==> src/sv/mcmc_pkg.sv <==
// Shared types and constants for the matrix chain cost engine.
package mcmc_pkg;

  localparam int MAX_MATRICES_DEF = 64;
  localparam int DIM_BITS_DEF     = 16;
  localparam int COST_W           = 54;
  localparam logic [COST_W-1:0] COST_MAX = {COST_W{1'b1}};

  typedef struct packed {
    logic [15:0] dim;
    logic        last;
  } item_t;

  typedef struct packed {
    logic [COST_W-1:0] min_cost;
    logic              overflow;
  } result_t;

  // controls from the sequencer to the cost datapath
  typedef struct packed {
    logic mul1;     // form d(i-1)*d(k) and sum of subcosts
    logic mul2;     // times d(j), saturate
    logic acc;      // add, compare, keep minimum
    logic first;    // first split of this cell
    logic zero_ik;  // left subchain is a single matrix
    logic zero_kj;  // right subchain is a single matrix
  } eval_ctrl_t;

endpackage

==> src/sv/mcmc_eval.sv <==
// Split-point cost datapath: product, saturating sums and running minimum.
module mcmc_eval
  import mcmc_pkg::*;
#(
  parameter int DIM_BITS = DIM_BITS_DEF
) (
  input  logic                clk,
  input  eval_ctrl_t          ctrl,
  input  logic [DIM_BITS-1:0] dim_a,
  input  logic [DIM_BITS-1:0] dim_k,
  input  logic [DIM_BITS-1:0] dim_c,
  input  logic [COST_W-1:0]   cost_ik,
  input  logic [COST_W-1:0]   cost_kj,
  output logic [COST_W-1:0]   best
);

  localparam int AB_W = 2 * DIM_BITS;
  localparam int PW   = (3 * DIM_BITS > COST_W + 1) ? 3 * DIM_BITS : COST_W + 1;

  logic [AB_W-1:0]   ab;
  logic [COST_W-1:0] sub_sum;
  logic [COST_W-1:0] prod;
  logic [COST_W-1:0] lhs, rhs;
  logic [COST_W:0]   sum1, sum2;
  logic [PW-1:0]     full;
  logic [COST_W-1:0] t;

  always_comb begin
    lhs  = ctrl.zero_ik ? '0 : cost_ik;
    rhs  = ctrl.zero_kj ? '0 : cost_kj;
    sum1 = {1'b0, lhs} + {1'b0, rhs};
    full = PW'(ab) * PW'(dim_c);
    sum2 = {1'b0, sub_sum} + {1'b0, prod};
    t    = sum2[COST_W] ? COST_MAX : sum2[COST_W-1:0];
  end

  always_ff @(posedge clk) begin
    if (ctrl.mul1) begin
      ab      <= AB_W'(dim_a) * AB_W'(dim_k);
      sub_sum <= sum1[COST_W] ? COST_MAX : sum1[COST_W-1:0];
    end
    if (ctrl.mul2) begin
      prod <= (full > PW'(COST_MAX)) ? COST_MAX : full[COST_W-1:0];
    end
    if (ctrl.acc && (ctrl.first || t < best)) begin
      best <= t;
    end
  end

endmodule

==> config.mk <==
export PLATFORM = sky130hd
export DESIGN_NAME = mcmc_eval
export DESIGN_NICKNAME = d
export VERILOG_FILES = /design/src/sv/mcmc_pkg.sv /design/src/sv/mcmc_eval.sv
export SDC_FILE = /design/constraint.sdc
export NUM_CORES = 2
export LEC_CHECK = 0
export BUFFER_PORTS_ARGS = -buffer_cell sky130_fd_sc_hd__buf_2
export CORE_MARGIN = 3
export CORE_UTILIZATION = 49
export DETAILED_ROUTE_END_ITERATION = 10
export MAX_ROUTING_LAYER = met4
export PLACE_DENSITY = 0.66
export SYNTH_ARGS = -nofsm -noshare
export SYNTH_HDL_FRONTEND = slang
export SYNTH_SLANG_ARGS = --single-unit
==> constraint.sdc <==
create_clock -name clk -period 9.26 [get_ports clk]
set_input_delay 0.463 -clock clk [delete_from_list [all_inputs] [get_ports clk]]
set_output_delay 0.463 -clock clk [all_outputs]
set_load 0.03 [all_outputs]
==> results.yml <==
detailed_routing:
  vias: 29600
  viasPerCell: 5.48
  ant_nets: 0
  first_iter_violations: 1999
  totalWireLength_um: 102000
  wire_per_inst_um: 18.9
  firstDrtPassIters: 6
  drc_errors: 0
clock_tree:
  cts.root.buffer_cell: "clkbuf_16"
  cts_setup_buffers: 0
  cts_made_buffers: 17
  cts.path.max_buffers: 2
  clkSinkCount: 188
  htree_num_levels: 4
  tritoncts: "done"
  cts_resized: 0
  insertion_delay_ps: 480
  clk_pin_slew_ps: 80
  holdBufCountCts: 0
logic_synthesis:
  yosysWarnings: 0
  synth.avg_cell_area_um2: 8.97
  synth_fa_ha_area_share_pct: 44.4
  synth_xor_area_share_pct: 3.42
  yosys.area_share.simple_pct: 17.7
  syn_inst: 4277
  synth_top_family_by_area: "adder cells"
  synth.area.mux_share_pct: 0.104
  yosysSeqAreaShare_pct: 14.7
  async_flop_share_pct: 0
  synth_seq_cells: 188
  ys.flop_type: "edfxtp_1"
  syn_nets: 5433
  synth_compound_area_share_pct: 10.4
  syn_area_um2: 38400
  ys_types: 74
  synth_edf_count: 188
worst_setup_path:
  regToRegEndpoint: "best[32]"
  rr_startpoint: "prod[0]"
  r2r_slack_ps: 1940
  crit_arrival_ps: 7460
  setup.worst_path.start: "prod[0]"
  cp-start-kind: "flop"
  critPathKind: "flop to flop"
  endpoint_kind: "flop"
  path_max_fanout: 28
  rr_worst_depth: 26
  cp.required_ps: 9400
hold_path:
  hold_depth: 1
  min_from: "ctrl[5]"
  hold_end: "sub_sum[35]"
  hold_path.class: "primary input to flop"
global_routing:
  grt_pass1_vias: 30800
  grt_antenna_before_repair: 1
  grt_max_degree: 57
  grt_overflow: 0
  grt.total_usage_pct: 26.3
  grt_pass1_wl_um: 166000
die:
  row_count: 101
  core-area_um2: 76700
  initial_core_util_pct: 50.0
  io_pins: 217
  die_x_um: 286
  die_height_um: 286
  die_area_um2: 81700
flow_run:
  max-cap-violations: 0
placed_design:
  placed_area_um2: 40200
  portBuffers: 216
  gp_routability_congestion: 0.913
  post-place-cells: 5364
  place.detailed.hpwl_um: 82100
timing:
  clock.fmax_mhz: 137
  finalSetupViolations: 0
  fin_setup_tns_ps: 0
  fin_skew_ps: 16.9
  fin_crit_ps: 7320
  drv_slew: 0
  post-route-period-util_pct: 79.0
  slew_headroom_pct: 25.6
  rsz0062_at_grt: "false"
  tightest_slew_ps: 1120
  finalHoldViolCount: 0
layout:
  seq_area_um2: 5650
  multi_input_area_um2: 29200
  nFillCells: 7095
  layout-drive-gt1-share_pct: 6.71
  syn_to_final_growth_pct: 6.23
  post-route-util_pct: 53.1
  layout.nets: 5509
  fin_area_um2: 40800
  fin_cells: 5396
status:
  status: "completed"
## metrics by stage
step / setup WS, ps / hold slack (ps)
floorplan: 1640 / 575
global placement: 2030 / 691
detailed placement: 1940 / 735
CTS: 1940 / 463
global route: 1380 / 487
finish: 1940 / 472
## worst max-delay path: stages (launching register included)
cell	delay [ps]
edfxtp_1	400
ha_1	230
inv_1	80
fa_1	180
and2b_1	210
o211ai_1	250
a31oi_1	200
a211o_1	390
and2b_1	190
o21ai_1	310
a211oi_1	170
nor2_2	270
nand2b_2	530
buf_4	350
nand3_1	150
ha_1	320
a21o_1	160
a21o_1	170
a21o_1	170
a21o_1	170
a21o_1	170
a21oi_1	140
o21ba_2	140
a31o_2	150
nand4_1	140
a41oi_4	840
buf_4	480
## final cells by class
type / count / share of cell area, %
Sequential cell: 188 / 13.8
Timing Repair Buffer: 226 / 2.84
Tap cell: 1030 / 3.16
Clock inverter: 14 / 0.384
Multi-Input combinational cell: 3154 / 71.7
Clock buffer: 17 / 1.04
Antenna cell: 1 / 0.00614
Inverter: 766 / 7.05
## routing by layer
layer | share of wire (%) | global-route usage [%] | routed length, um
met4 | 2.6 | 7.54 | 2650
met2 | 49 | 43.6 | 49600
met1 | 43 | 34.7 | 44000
met5 | 0 | - | 0
met3 | 5.7 | 2.48 | 5840
## how the worst max path moves through the flow
stage / depth (start not counted) / to / slack [ps]
after CTS: 26 / best[40] / 1940
after global routing: 26 / best[32] / 1380
final: 26 / best[32] / 1940
after detailed placement: 26 / best[41] / 1940
after global placement: 22 / prod[47] / 2030
after floorplan: 26 / best[0] / 1640
## logic make-up after synthesis
group	Yosys count
adder cells (fa/ha/maj)	993
multiplexers	4
XOR/XNOR	150
flip-flops	188
buffers and inverters	935
AND/OR/NAND/NOR	1393
AO/OA/AOI/OAI	614
## cells in the final DEF, fill, tap and decap left out, types with 58 or more instances in the layout
cell,count
nor2b_1,133
xor2_1,58
fa_1,614
a21o_1,118
inv_1,766
a21oi_1,183
and2_1,309
buf_2,215
nor2_1,87
xnor2_1,92
ha_1,379
nand2_1,670
edfxtp_1,188
o21ai_0,103
## Yosys cell counts (all sizes together), types with 4 or more instances
| cell | instances | area (um^2) |
|---|---|---|
| or2 | 6 | 37.5 |
| o22ai | 6 | 37.5 |
| clkbuf | 152 | 571 |
| nor2 | 88 | 333 |
| a41oi | 4 | 35.0 |
| xnor2 | 92 | 806 |
| fa | 614 | 12300 |
| a31oi | 25 | 163 |
| o21a | 17 | 128 |
| a211oi | 22 | 165 |
| a211o | 9 | 78.8 |
| a31o | 9 | 78.8 |
| ha | 379 | 4740 |
| mux2i | 4 | 40.0 |
| xor2 | 58 | 508 |
| or3 | 4 | 25.0 |
| a221oi | 8 | 82.6 |
| and3 | 25 | 156 |
| buf | 17 | 97.6 |
| o211ai | 17 | 133 |
| a21o | 118 | 886 |
| nand2b | 30 | 188 |
| a2111oi | 6 | 58.8 |
| and2 | 309 | 1930 |
| a21oi | 188 | 960 |
| edfxtp | 188 | 5650 |
| nor2b | 134 | 841 |
| and4 | 5 | 43.8 |
| nand3 | 30 | 150 |
| o21bai | 26 | 195 |
| inv | 766 | 2880 |
| nor3 | 30 | 150 |
| o21ai | 111 | 556 |
| o31ai | 6 | 45.0 |
| nor3b | 7 | 52.6 |
| nor4 | 4 | 37.5 |
| a311oi | 6 | 52.6 |
| nand2 | 670 | 2510 |
| nand4 | 43 | 269 |
| a32oi | 4 | 35.0 |
## sequential cells by signal, indices dropped and copies added, names as in the netlist
signal and flops:
prod 48, best 54, sub_sum 54, ab 32
Power is left out: the tool's default activity adds up to more than one toggle a clock period on the data nets, which glitch-free logic cannot reach.
